==> src/rtl/assert_macros.svh <==
// ----------------------------------------------------------------------------
// assert_macros.svh
// Assertion shorthands shared by the word-break RTL; clocked on clk and
// disabled while rst_n is low.
// ----------------------------------------------------------------------------
`ifndef ASSERT_MACROS_SVH
`define ASSERT_MACROS_SVH

// Same-cycle implication.
`define WBS_ASSERT_NOW(lbl, ante, cons, msg) \
  lbl: assert property (@(posedge clk) disable iff (!rst_n) (ante) |-> (cons)) \
    else $error(msg);

// Next-cycle implication.
`define WBS_ASSERT_NEXT(lbl, ante, cons, msg) \
  lbl: assert property (@(posedge clk) disable iff (!rst_n) (ante) |=> (cons)) \
    else $error(msg);

`endif

==> src/rtl/wbs_pkg.sv <==
// ----------------------------------------------------------------------------
// wbs_pkg
// Shared widths, mode codes, queue entry type and helpers of the word-break
// segmenter.
// ----------------------------------------------------------------------------
`default_nettype none

package wbs_pkg;

  localparam int MAX_WORD_LEN_DEF = 8;
  localparam int DICT_ENTRIES_DEF = 16;

  localparam int BYTE_W = 8;
  localparam int WORD_W = 64;
  localparam int LEN_W  = 4;
  localparam int MODE_W = 2;

  // Input tdata: word_bytes, word_length, text_byte, padded to whole bytes.
  localparam int IN_WORD_LSB = 0;
  localparam int IN_LEN_LSB  = IN_WORD_LSB + WORD_W;
  localparam int IN_BYTE_LSB = IN_LEN_LSB + LEN_W;
  localparam int IN_USED_W   = IN_BYTE_LSB + BYTE_W;
  localparam int IN_TDATA_W  = ((IN_USED_W + 7) / 8) * 8;

  // Output tdata: prefix_ok, dict_overflow, padded to one byte.
  localparam int OUT_OK_BIT  = 0;
  localparam int OUT_OVF_BIT = 1;
  localparam int OUT_TDATA_W = 8;

  // Decoupling queue between front and back.
  localparam int QUEUE_DEPTH = 2;
  localparam int QPTR_W      = 1;
  localparam int QCNT_W      = 2;

  typedef logic [MODE_W-1:0] mode_t;

  localparam mode_t MODE_LOAD  = 2'd0;
  localparam mode_t MODE_CHAR  = 2'd1;
  localparam mode_t MODE_CLEAR = 2'd2;
  localparam mode_t MODE_NONE  = 2'd3;

  typedef struct packed {
    mode_t              kind;
    logic [WORD_W-1:0]  word;
    logic [LEN_W-1:0]   len;
    logic [BYTE_W-1:0]  text;
    logic               last;
  } op_t;

  typedef struct packed {
    logic load;
    logic clear;
  } dict_cmd_t;

  // Byte mask keeping the lowest len bytes of a word.
  function automatic logic [WORD_W-1:0] len_mask(input logic [LEN_W-1:0] len);
    logic [WORD_W-1:0] m;
    m = '0;
    for (int b = 0; b < WORD_W / BYTE_W; b++) begin
      if (LEN_W'(b) < len) begin
        m[b*BYTE_W +: BYTE_W] = {BYTE_W{1'b1}};
      end
    end
    return m;
  endfunction

endpackage

`default_nettype wire

==> src/rtl/wbs_front.sv <==
// ----------------------------------------------------------------------------
// wbs_front
// Accepts input items, drops the unused mode and queues the rest for the
// back end in a two-entry queue.
// ----------------------------------------------------------------------------
`default_nettype none

module wbs_front (
  input  wire logic                            clk,
  input  wire logic                            rst_n,
  input  wire logic                            in_tvalid,
  output logic                                 in_tready,
  input  wire logic [wbs_pkg::IN_TDATA_W-1:0]  in_tdata,
  input  wire logic [wbs_pkg::MODE_W-1:0]      in_tuser,
  input  wire logic                            in_tlast,
  output logic                                 head_valid,
  output wbs_pkg::op_t                         head_op,
  input  wire logic                            head_pop
);

  wbs_pkg::op_t                  q_r [wbs_pkg::QUEUE_DEPTH];
  logic [wbs_pkg::QPTR_W-1:0]    wr_ptr_r, wr_ptr_nxt;
  logic [wbs_pkg::QPTR_W-1:0]    rd_ptr_r, rd_ptr_nxt;
  logic [wbs_pkg::QCNT_W-1:0]    cnt_r, cnt_nxt;
  wbs_pkg::op_t                  in_op;
  logic                          push;
  logic                          pop;

  always_comb begin
    in_op.kind = in_tuser;
    in_op.word = in_tdata[wbs_pkg::IN_WORD_LSB +: wbs_pkg::WORD_W];
    in_op.len  = in_tdata[wbs_pkg::IN_LEN_LSB +: wbs_pkg::LEN_W];
    in_op.text = in_tdata[wbs_pkg::IN_BYTE_LSB +: wbs_pkg::BYTE_W];
    in_op.last = in_tlast;
  end

  assign in_tready  = (cnt_r != wbs_pkg::QCNT_W'(wbs_pkg::QUEUE_DEPTH));
  assign head_valid = (cnt_r != '0);
  assign head_op    = q_r[rd_ptr_r];

  // Drop the unused mode at the door: it changes nothing downstream.
  assign push = in_tvalid && in_tready && (in_tuser != wbs_pkg::MODE_NONE);
  assign pop  = head_pop && head_valid;

  always_comb begin
    wr_ptr_nxt = push ? wr_ptr_r + 1'b1 : wr_ptr_r;
    rd_ptr_nxt = pop ? rd_ptr_r + 1'b1 : rd_ptr_r;
    cnt_nxt    = cnt_r;
    if (push && !pop) begin
      cnt_nxt = cnt_r + 1'b1;
    end else if (pop && !push) begin
      cnt_nxt = cnt_r - 1'b1;
    end
  end

  always_ff @(posedge clk) begin
    if (!rst_n) begin
      wr_ptr_r <= '0;
      rd_ptr_r <= '0;
      cnt_r    <= '0;
    end else begin
      wr_ptr_r <= wr_ptr_nxt;
      rd_ptr_r <= rd_ptr_nxt;
      cnt_r    <= cnt_nxt;
    end
  end

  always_ff @(posedge clk) begin
    if (push) begin
      q_r[wr_ptr_r] <= in_op;
    end
  end

endmodule

`default_nettype wire

==> src/rtl/wbs_dict.sv <==
// ----------------------------------------------------------------------------
// wbs_dict
// Dictionary store with one compare lane per entry; reports whether any
// stored word ends at the current character on a segmentable prefix.
// ----------------------------------------------------------------------------
`default_nettype none

module wbs_dict #(
  parameter int MAX_WORD_LEN = wbs_pkg::MAX_WORD_LEN_DEF,
  parameter int DICT_ENTRIES = wbs_pkg::DICT_ENTRIES_DEF
) (
  input  wire logic                                clk,
  input  wire logic                                rst_n,
  input  wire wbs_pkg::dict_cmd_t                  cmd,
  input  wire logic [MAX_WORD_LEN*wbs_pkg::BYTE_W-1:0] wr_word,
  input  wire logic [wbs_pkg::LEN_W-1:0]           wr_len,
  input  wire logic [MAX_WORD_LEN*wbs_pkg::BYTE_W-1:0] text_vec,
  input  wire logic [MAX_WORD_LEN-1:0]             dp_vec,
  output logic                                     hit,
  output logic                                     overflow
);

  localparam int BW    = wbs_pkg::BYTE_W;
  localparam int WW    = MAX_WORD_LEN * BW;
  localparam int LenW  = wbs_pkg::LEN_W;
  localparam int CntW  = $clog2(DICT_ENTRIES + 1);
  localparam int IdxW  = (DICT_ENTRIES > 1) ? $clog2(DICT_ENTRIES) : 1;
  localparam int LiW   = (MAX_WORD_LEN > 1) ? $clog2(MAX_WORD_LEN) : 1;
  localparam int CandN = 1 << LiW;

  logic [WW-1:0]    word_r [DICT_ENTRIES];
  logic [LenW-1:0]  len_r  [DICT_ENTRIES];
  logic [CntW-1:0]  cnt_r, cnt_nxt;
  logic             ovf_r, ovf_nxt;
  logic             full;
  logic [IdxW-1:0]  wr_idx;
  logic [WW-1:0]    cand [CandN];
  logic [CandN-1:0] dp_ext;
  logic [DICT_ENTRIES-1:0] hit_vec;

  assign full   = (cnt_r == CntW'(DICT_ENTRIES));
  assign wr_idx = cnt_r[IdxW-1:0];
  assign dp_ext = CandN'(dp_vec);

  // Candidate word for each length: oldest byte first, current char last.
  always_comb begin
    for (int l = 0; l < CandN; l++) begin
      cand[l] = '0;
    end
    for (int l = 0; l < MAX_WORD_LEN; l++) begin
      for (int m = 0; m <= l; m++) begin
        cand[l][m*BW +: BW] = text_vec[(l-m)*BW +: BW];
      end
    end
  end

  for (genvar e = 0; e < DICT_ENTRIES; e++) begin : g_lane
    logic [wbs_pkg::WORD_W-1:0] full_mask;
    logic                       len_ok;
    logic [LiW-1:0]             li;
    assign full_mask = wbs_pkg::len_mask(len_r[e]);
    assign len_ok    = (len_r[e] != '0) && (len_r[e] <= LenW'(MAX_WORD_LEN));
    assign li        = LiW'(len_r[e] - LenW'(1));
    assign hit_vec[e] = (cnt_r > CntW'(e)) && len_ok && dp_ext[li] &&
                        ((word_r[e] & full_mask[WW-1:0]) == cand[li]);
  end

  assign hit      = |hit_vec;
  assign overflow = ovf_r;

  always_comb begin
    cnt_nxt = cnt_r;
    ovf_nxt = ovf_r;
    if (cmd.clear) begin
      cnt_nxt = '0;
    end else if (cmd.load) begin
      if (full) begin
        ovf_nxt = 1'b1;
      end else begin
        cnt_nxt = cnt_r + CntW'(1);
      end
    end
  end

  always_ff @(posedge clk) begin
    if (!rst_n) begin
      cnt_r <= '0;
      ovf_r <= 1'b0;
    end else begin
      cnt_r <= cnt_nxt;
      ovf_r <= ovf_nxt;
    end
  end

  always_ff @(posedge clk) begin
    if (cmd.load && !full) begin
      word_r[wr_idx] <= wr_word;
      len_r[wr_idx]  <= wr_len;
    end
  end

endmodule

`default_nettype wire

==> src/rtl/wbs_back.sv <==
// ----------------------------------------------------------------------------
// wbs_back
// Executes queued operations in order: drives dictionary updates, keeps the
// text history and segmentable window, and registers one result per char.
// ----------------------------------------------------------------------------
`default_nettype none

module wbs_back #(
  parameter int MAX_WORD_LEN = wbs_pkg::MAX_WORD_LEN_DEF
) (
  input  wire logic                                clk,
  input  wire logic                                rst_n,
  input  wire logic                                head_valid,
  input  wire wbs_pkg::op_t                        head_op,
  output logic                                     head_pop,
  output wbs_pkg::dict_cmd_t                       dict_cmd,
  output logic [MAX_WORD_LEN*wbs_pkg::BYTE_W-1:0]  dict_wr_word,
  output logic [MAX_WORD_LEN*wbs_pkg::BYTE_W-1:0]  text_vec,
  output logic [MAX_WORD_LEN-1:0]                  dp_vec,
  input  wire logic                                dict_hit,
  input  wire logic                                dict_overflow,
  output logic                                     out_tvalid,
  input  wire logic                                out_tready,
  output logic [wbs_pkg::OUT_TDATA_W-1:0]          out_tdata,
  output logic                                     out_tlast
);

  localparam int BW = wbs_pkg::BYTE_W;
  localparam int WW = MAX_WORD_LEN * BW;

  logic [WW-1:0]           hist_r, hist_nxt;
  logic [MAX_WORD_LEN-1:0] dp_r, dp_nxt;
  logic [WW+BW-1:0]        hist_cat;
  logic [MAX_WORD_LEN:0]   dp_cat;
  logic                    out_valid_r;
  logic                    ok_r;
  logic                    last_r;
  logic                    ovf_r;
  logic                    slot_free;
  logic                    is_char;

  assign slot_free = !out_valid_r || out_tready;

  // Decode the head operation.
  always_comb begin
    is_char  = 1'b0;
    dict_cmd = '0;
    unique case (head_op.kind)
      wbs_pkg::MODE_LOAD:  dict_cmd.load  = head_valid;
      wbs_pkg::MODE_CHAR:  is_char        = head_valid;
      wbs_pkg::MODE_CLEAR: dict_cmd.clear = head_valid;
      default: ;
    endcase
  end

  // Chars wait for the output slot; loads and clears never do.
  assign head_pop     = head_valid && (!is_char || slot_free);
  assign dict_wr_word = head_op.word[WW-1:0];

  // Byte 0 is the current char, byte k the char k positions back.
  assign hist_cat = {hist_r, head_op.text};
  assign text_vec = hist_cat[WW-1:0];
  assign dp_vec   = dp_r;

  assign dp_cat = {dp_r, dict_hit};

  always_comb begin
    hist_nxt = hist_r;
    dp_nxt   = dp_r;
    if (is_char && slot_free) begin
      if (head_op.last) begin
        hist_nxt = '0;
        dp_nxt   = MAX_WORD_LEN'(1);
      end else begin
        hist_nxt = hist_cat[WW-1:0];
        dp_nxt   = dp_cat[MAX_WORD_LEN-1:0];
      end
    end
  end

  always_ff @(posedge clk) begin
    if (!rst_n) begin
      hist_r      <= '0;
      dp_r        <= MAX_WORD_LEN'(1);
      out_valid_r <= 1'b0;
    end else begin
      hist_r <= hist_nxt;
      dp_r   <= dp_nxt;
      if (is_char && slot_free) begin
        out_valid_r <= 1'b1;
      end else if (out_tready) begin
        out_valid_r <= 1'b0;
      end
    end
  end

  always_ff @(posedge clk) begin
    if (is_char && slot_free) begin
      ok_r   <= dict_hit;
      last_r <= head_op.last;
      ovf_r  <= dict_overflow;
    end
  end

  always_comb begin
    out_tdata                       = '0;
    out_tdata[wbs_pkg::OUT_OK_BIT]  = ok_r;
    out_tdata[wbs_pkg::OUT_OVF_BIT] = ovf_r;
  end

  assign out_tvalid = out_valid_r;
  assign out_tlast  = last_r;

endmodule

`default_nettype wire

==> src/rtl/word_break_segmenter_unit.sv <==
// ----------------------------------------------------------------------------
// word_break_segmenter_unit
// Streaming word-break decision: dictionary loads, clears and text chars in,
// one segmentable flag out per text char.
// ----------------------------------------------------------------------------
// Usage:
//   in_*  : one item per handshake. in_tuser selects load (0), char (1) or
//           clear (2); code 3 is accepted and dropped. in_tlast ends a text.
//   out_* : one item per text char; out_tlast echoes the end of text, and
//           out_tdata carries prefix_ok and the sticky dictionary overflow.
//   An accepted char is queued, and its result registered as it leaves the head.
//   Throughput: one item per cycle while the receiver keeps up. Every dictionary
//   entry compares against the matching tail of the text in its own lane in the
//   same cycle, so the segmentable window only ever waits on one compare and OR.
//   A two-entry queue separates the accepting front from the executing back;
//   a stalled receiver holds the result register, chars back up in the
//   queue, and in_tready drops once the queue is full. Loads and clears keep
//   draining while a result waits.
//   Reset empties the dictionary and queue, clears the overflow flag and
//   text history, and marks the empty prefix segmentable. No clearing pass.
// ----------------------------------------------------------------------------
`default_nettype none

`include "assert_macros.svh"

module word_break_segmenter_unit #(
  parameter int MAX_WORD_LEN = wbs_pkg::MAX_WORD_LEN_DEF,
  parameter int DICT_ENTRIES = wbs_pkg::DICT_ENTRIES_DEF
) (
  input  wire logic                             clk,
  input  wire logic                             rst_n,
  // Input channel
  input  wire logic                             in_tvalid,
  output logic                                  in_tready,
  // in_tdata, low bit up: word_bytes[63:0], word_length[67:64],
  // text_byte[75:68], zero pad[79:76]
  input  wire logic [wbs_pkg::IN_TDATA_W-1:0]   in_tdata,
  // in_tuser: mode[1:0]
  input  wire logic [wbs_pkg::MODE_W-1:0]       in_tuser,
  input  wire logic                             in_tlast,
  // Result channel
  output logic                                  out_tvalid,
  input  wire logic                             out_tready,
  // out_tdata, low bit up: prefix_ok[0], dict_overflow[1], zero pad[7:2]
  output logic [wbs_pkg::OUT_TDATA_W-1:0]       out_tdata,
  output logic                                  out_tlast
);

  localparam int WW = MAX_WORD_LEN * wbs_pkg::BYTE_W;

  logic                    head_valid;
  wbs_pkg::op_t            head_op;
  logic                    head_pop;
  wbs_pkg::dict_cmd_t      dict_cmd;
  logic [WW-1:0]           dict_wr_word;
  logic [WW-1:0]           text_vec;
  logic [MAX_WORD_LEN-1:0] dp_vec;
  logic                    dict_hit;
  logic                    dict_overflow;
  logic                    char_to_slot;

  // Front: accept and classify, queue for the back.
  wbs_front u_front (
    .clk        (clk),
    .rst_n      (rst_n),
    .in_tvalid  (in_tvalid),
    .in_tready  (in_tready),
    .in_tdata   (in_tdata),
    .in_tuser   (in_tuser),
    .in_tlast   (in_tlast),
    .head_valid (head_valid),
    .head_op    (head_op),
    .head_pop   (head_pop)
  );

  // Dictionary lanes and overflow flag.
  wbs_dict #(
    .MAX_WORD_LEN (MAX_WORD_LEN),
    .DICT_ENTRIES (DICT_ENTRIES)
  ) u_dict (
    .clk      (clk),
    .rst_n    (rst_n),
    .cmd      (dict_cmd),
    .wr_word  (dict_wr_word),
    .wr_len   (head_op.len),
    .text_vec (text_vec),
    .dp_vec   (dp_vec),
    .hit      (dict_hit),
    .overflow (dict_overflow)
  );

  // Back: execute in order, hold the window, register results.
  wbs_back #(
    .MAX_WORD_LEN (MAX_WORD_LEN)
  ) u_back (
    .clk           (clk),
    .rst_n         (rst_n),
    .head_valid    (head_valid),
    .head_op       (head_op),
    .head_pop      (head_pop),
    .dict_cmd      (dict_cmd),
    .dict_wr_word  (dict_wr_word),
    .text_vec      (text_vec),
    .dp_vec        (dp_vec),
    .dict_hit      (dict_hit),
    .dict_overflow (dict_overflow),
    .out_tvalid    (out_tvalid),
    .out_tready    (out_tready),
    .out_tdata     (out_tdata),
    .out_tlast     (out_tlast)
  );

  // A char sits at the head and the output slot can take its result.
  assign char_to_slot = head_valid && (head_op.kind == wbs_pkg::MODE_CHAR) &&
                        (!out_tvalid || out_tready);

  // Never pop an empty queue.
  `WBS_ASSERT_NOW(a_pop_needs_head, head_pop, head_valid, "pop from empty queue")

  // A char reaching a free output slot yields a result next cycle.
  `WBS_ASSERT_NEXT(a_char_gives_result, char_to_slot, out_tvalid, "char popped without result")

  // The overflow flag is sticky until reset.
  `WBS_ASSERT_NEXT(a_overflow_sticky, dict_overflow, dict_overflow, "overflow flag dropped")

endmodule

`default_nettype wire

==> config.mk <==
export PLATFORM = sky130hd
export DESIGN_NAME = word_break_segmenter_unit
export DESIGN_NICKNAME = d
export VERILOG_FILES = /design/src/rtl/wbs_pkg.sv /design/src/rtl/wbs_front.sv /design/src/rtl/wbs_dict.sv /design/src/rtl/wbs_back.sv /design/src/rtl/word_break_segmenter_unit.sv
export VERILOG_INCLUDE_DIRS = /design/src /design/src/rtl
export SDC_FILE = /design/constraint.sdc
export NUM_CORES = 2
export LEC_CHECK = 0
export ABC_AREA = 1
export ABC_CLOCK_PERIOD_IN_PS = 7700
export BUFFER_PORTS_ARGS = -buffer_cell sky130_fd_sc_hd__buf_2
export CAP_MARGIN = 10
export CELL_PAD_IN_SITES_DETAIL_PLACEMENT = 1
export CELL_PAD_IN_SITES_GLOBAL_PLACEMENT = 1
export CORE_ASPECT_RATIO = 1.25
export CORE_MARGIN = 8
export CORE_UTILIZATION = 25
export DETAILED_ROUTE_END_ITERATION = 6
export PLACE_DENSITY_LB_ADDON = 0.1
export SLEW_MARGIN = 40
export SYNTH_ARGS = -nofsm -noshare
export SYNTH_HDL_FRONTEND = slang
export SYNTH_HIERARCHICAL = 1
export SYNTH_SLANG_ARGS = --single-unit
==> constraint.sdc <==
create_clock -name clk -period 7.7 [get_ports clk]
set_input_delay 1.54 -clock clk [delete_from_list [all_inputs] [get_ports clk]]
set_output_delay 1.54 -clock clk [all_outputs]
set_load 0.05 [all_outputs]
Word level (Yosys, flattened, before mapping) --
Memories as Yosys holds them, arrays and structs flattened. A register that Yosys moved wholly into a read port is not among the register bits. Cells that the tools add are included.
Cells by class: add/sub/neg operators 21, order comparisons 192, eq/ne operators 21, multiplexer cells 223, bitwise logic cells 35, reductions and logical operators 103
Operator list (number):
- binary-select mux 64 bit (select 3 bit) | 16
- two-way mux 64 bit | 32
- two-way mux 8 bit | 129
- AND 64 bit | 16
- == test 64 bit | 16
- < comparator 3 x 4 -> 1 bit (first input constant) | 64
- < comparator 1 x 4 -> 1 bit (first input constant) | 32
- < comparator 2 x 4 -> 1 bit (first input constant) | 32
- logical AND 1 bit | 72
- >= comparator 4 bit (second input constant) | 16
- <= comparator 4 bit (second input constant) | 16
- < comparator 3 x 4 -> 1 bit (second input constant) | 16
- inverter 3 -> 4 bit | 16
- nonzero test 4 bit | 16
- two-way mux 56 bit | 1
- binary-select mux 1 bit (select 3 bit) | 16
- subtractor 3 x 1 -> 3 bit (second input constant) | 16
- greater-than comparator 5 x 4 -> 1 bit (second input constant) | 8
- two-way mux 1 bit | 27
- greater-than comparator 5 x 3 -> 1 bit (second input constant) | 4
- OR reduction 16 bit | 1
- greater-than comparator 5 x 1 -> 1 bit (second input constant) | 2
- greater-than comparator 5 x 2 -> 1 bit (second input constant) | 2
- nonzero test 2 bit | 3
- other kinds (16) | 26
Storage, ports and cells: flip-flop bits (word level) 78, bits in writable memories 1246, input bits 87, output and inout bits 11, word-level logic and storage cells 609, memories 3
Memory list:
- u_dict.word_r | words 16, width 64, rd ports 16, clocked after Yosys merged registers in 0, wr ports 1, line wbs_dict.sv:31 | logic [WW-1:0] word_r [DICT_ENTRIES];
- u_front.q_r | words 2, width 79, rd ports 1, clocked after Yosys merged registers in 1, wr ports 1, line wbs_front.sv:21 | wbs_pkg::op_t q_r [wbs_pkg::QUEUE_DEPTH];
- u_dict.len_r | words 16, width 4, rd ports 16, clocked after Yosys merged registers in 0, wr ports 1, line wbs_dict.sv:32 | logic [LenW-1:0] len_r [DICT_ENTRIES];

Longest topological paths before layout --
An unclocked memory read counts as a cell.
depth after elaboration 10, gate-level depth with buffers 27, depth with buffers taken out 24

Hierarchy --
The synthesis kept the hierarchy.
Modules (own cells, without submodules):
- wbs_dict | instances 1, cells each 14093, area an instance 89484.6 um^2, seq. area each 32791.4 um^2
- wbs_front | instances 1, cells each 285, area an instance 5983.2 um^2, seq. area each 4844.6 um^2
- wbs_back | instances 1, cells each 524, area an instance 3547.2 um^2, seq. area each 1391.3 um^2

Worst setup path after synthesis --
OpenSTA, ideal clock, no wires.
path kind input to register, from in in_tuser[0] in the netlist's numbering, to mem u_front/q_r[0][0] in the netlist's numbering, enable pin, library setup time 0.614 ns, data arrival time 6.996 ns, required time 7.086 ns, path slack 0.090 ns, stages 3, buffers on the path 0, cell sequence nand2_1 > nand2_1 > nor3_1
Between the ends: word-level cells in the longest chain between the ends 4
Ends and longest elaborated chain:
- from (decl) | line word_break_segmenter_unit.sv:39 | input wire logic [wbs_pkg::MODE_W-1:0] in_tuser,
- != test 2 bit | line wbs_front.sv:42 | assign push = in_tvalid && in_tready && (in_tuser != wbs_pkg::MODE_NONE);
- logical AND 1 bit | line wbs_front.sv:42
- two-way mux 1 bit | line wbs_front.sv:69 | if (push) begin
- two-way mux 1 bit (implied by the code) | line wbs_front.sv:70 | q_r[wr_ptr_r] <= in_op;
- to (decl) | line wbs_front.sv:21
Every way passes these cells.

==> flow_metrics.env <==
export IMPL_ff2ff_setup_slack_ns=2.18
export IMPL_final_cells=20079
export IMPL_cts_root_buf="clkbuf_16"
export IMPL_area_growth_pct=12.09
export IMPL_port_buffer_count=87
export IMPL_die_w_um=578.9
export IMPL_antenna_found_initial=138
export IMPL_clkLatencyLatePin_ns=0.91
export IMPL_syn_area_per_cell_um2=6.644
export IMPL_seq_area_frac_synth_pct=39.42
export IMPL_track_usage_pct=30.66
export IMPL_coreArea_mm2=0.3948
export IMPL_cellPowerDensity_mw_per_mm2=284.1
export IMPL_wl_per_cell_um=33.19
export IMPL_synth_area_leader_cell="edfxtp_1"
export IMPL_cts_buffers=180
export IMPL_final_layout_size_suffix_gt1_share_pct=6.474
export IMPL_crit_path_end_kind="flip-flop"
export IMPL_routed_wl_um=666400
export IMPL_placedCellCount=19512
export IMPL_final_nets=14621
export IMPL_cts_tree="built"
export IMPL_drtIter0Drc=11655
export IMPL_fin_skew_ns=0.06030
export IMPL_final_setup_tns_ns=0
export IMPL_synth_main_ff_cell="edfxtp_1"
export IMPL_viasPerCell=5.447
export IMPL_arrival_ns=6.28
export IMPL_hold_path_class="flip-flop to flip-flop"
export IMPL_ys_types=45
export IMPL_dpl_cell_area_mm2=0.1046
export IMPL_num_rows=258
export IMPL_crit_path_start_kind="flip-flop"
export IMPL_ir_worst_vdd_v=0.0003487
export IMPL_dp_worst_setup_slack_ns=2.497
export IMPL_setup_violations=0
export IMPL_vias=109366
export IMPL_syn_area_mm2=0.09901
export IMPL_ys_seq_elements=1325
export IMPL_yosys_warnings=6
export IMPL_drtAntennaViolNets=1
export IMPL_p_leak_nw=48.17
export IMPL_synth_common_cells="nand2_1, nand3_1, edfxtp_1"
export IMPL_p_total_mw=31.53
export IMPL_hold_start="u_dict/overflow"
export IMPL_status="complete, but fails checks"
export IMPL_route_detailed_drc=0
export IMPL_finalMaxSlewViolations=0
export IMPL_synth_top_cell_area_share_pct=37.88
export IMPL_violations="antenna rules"
export IMPL_clkSinkCount=1325
export IMPL_fill_cells=48908
export IMPL_synthArstFlopShare_pct=0
export IMPL_grt_pass1_vias=102120
export IMPL_clockBufferDepth=4
export IMPL_postCtsHoldBufs=0
export IMPL_fin_ws_ns=2.178
export IMPL_firstDrtPassIters=5
export IMPL_grt_max_degree=84
export IMPL_stdcell_area_mm2=0.1110
export IMPL_dpl_hpwl_um=426700
export IMPL_grt_overflow=0
export IMPL_start_util_pct=25.08
export IMPL_crit_fanout=24
export IMPL_synth_area_leaders="edfxtp_1, nand2_1, nand3_1, nor2_1, inv_1"
export IMPL_place_congestion=0.8933
export IMPL_syn_inst=14902
export IMPL_clk_pin_slew_ns=0.06
export IMPL_hold_viol_final=0
export IMPL_required_ns=8.45
export IMPL_maxCapViolCount=0
export IMPL_dieArea_mm2=0.4166
export IMPL_yosysMostFrequentCell="nand2_1"
export IMPL_grt_pass1_wl_um=884600
export IMPL_io_pins=98
export IMPL_crit_type="flip-flop to flip-flop"
export IMPL_cts_resized=0
export IMPL_period_needed_ns=5.522
export IMPL_synth_edf_count=1249
export IMPL_die_height_um=719.6
export IMPL_min_period_over_period_pct=71.71
export IMPL_relSlewSlack_pct=34.43
export IMPL_tightest_slew_ns=0.9836
export IMPL_max_freq_ghz=0.1811
export IMPL_rsz0062_at_grt="no"
export IMPL_cts_htree_levels=4
export IMPL_cts_setup_buffers=0
==> state kept, by name, indices dropped and copies added (netlist names), named ones only <==
| register | flops |
|---|---|
| u_front/rd_ptr_r | 1 |
| u_back/out_tvalid | 1 |
| u_dict/word_r | 1024 |
| u_back/ovf_r | 1 |
| u_front/q_r | 158 |
| u_back/ok_r | 1 |
| u_back/out_tlast | 1 |
| u_front/cnt_r | 2 |
| u_back/hist_r | 56 |
| u_back/dp_vec | 8 |
| u_dict/len_r | 64 |
| u_dict/cnt_r | 5 |
| u_front/wr_ptr_r | 1 |
| u_dict/overflow | 1 |
==> power by group <==
group | total, mW | internal, mW | switching (mW) | leakage, nW
registers | 10.3 | 8.81 | 1.45 | 11.9
clock network | 8.72 | 4.93 | 3.79 | 2.79
logic | 12.5 | 2.36 | 10.2 | 33.4
total | 31.5 | 16.1 | 15.4 | 48.2
==> worst max-delay path, cell delays in order (launching register included) <==
cell and delay, ns:
dfxtp_4 0.64, buf_4 0.42, mux2_4 0.69, buf_12 0.44
inv_1 0.32, nand2_1 0.16, nand2_1 0.07, o21ai_0 0.63
nand2_1 0.17, nand2_1 0.12, nand2_1 0.05, nand2_1 0.09
nor2_1 0.07, nand2_1 0.07, nor2_1 0.04, nand2_1 0.14
nand2_1 0.07, inv_1 0.05, nand2_1 0.05, nor2_1 0.55
nand2_1 0.18, o211ai_1 0.19, nand3_1 0.08
==> through the flow <==
| stage | hold WS [ns] | util [%] |
|---|---|---|
| after global routing | 0.4815 | 28.00 |
| after global placement | 0.4310 | 26.29 |
| after detailed placement | 0.4310 | 26.49 |
| final | 0.4444 | 28.11 |
| after CTS | 0.4476 | 27.93 |
| after floorplan | 0.4094 | - |
==> logic make-up (layout without fill, tap and decap cells) <==
family | after synthesis | count (layout) | synth area share [%]
AO/OA/AOI/OAI | 558 | 558 | 3.069
other | 1 | 258 | 0.003787
adder cells (fa/ha/maj) | 38 | 38 | 0.4802
multiplexers | 79 | 79 | 0.9364
XOR/XNOR | 114 | 114 | 1.016
flip-flops | 1325 | 1325 | 39.42
AND/OR/NAND/NOR | 10938 | 10938 | 46.82
buffers and inverters | 1849 | 1569 | 8.255
==> area by class of cell <==
type	instances	area, um^2	area share (%)
multi-input combinational	11733	52450	47.26
sequential	1325	39230	35.34
tap	5200	6506	5.862
clock buffer	221	4741	4.272
inverter	866	3299	2.973
timing repair buffer	390	3162	2.849
clock inverter	92	965.9	0.8703
antenna	252	630.6	0.5682
==> metal layers <==
metal	global-route usage, %	up-vias	share of wire, %
met5	0	-	0.015
met4	16.78	16	5.4
met3	4.548	1179	7.3
met2	49.74	4963	47
met1	39.10	54871	41
li1	-	48337	-
==> layout by cell type (no fill, tap or decap), drive strengths merged, types with 38 or more instances in the layout <==
cell | Yosys | layout
nand4 | 202 | 202
nor2 | 1236 | 1236
buf | 680 | 390
a21oi | 131 | 131
xnor2 | 60 | 60
clkinv | 7 | 83
xor2 | 54 | 54
o211ai | 38 | 38
nand2 | 6342 | 6342
mux2 | 79 | 79
inv | 859 | 849
clkbuf | 303 | 221
nand3 | 2831 | 2831
edfxtp | 1249 | 1249
diode | 0 | 252
nand3b | 294 | 294
ha | 38 | 38
o21bai | 41 | 41
o21ai | 329 | 329
dfxtp | 76 | 76
==> path summary, 6_finish.rpt <==
check	endpoint	depth (start not counted)
hold / removal	u_back/ovf_r	0
setup reg to reg	u_back/dp_vec[0]	22
hold reg to reg	u_back/ovf_r	0
setup / recovery	u_back/dp_vec[0]	22
Note: power is estimated with default switching activity, not from simulation.
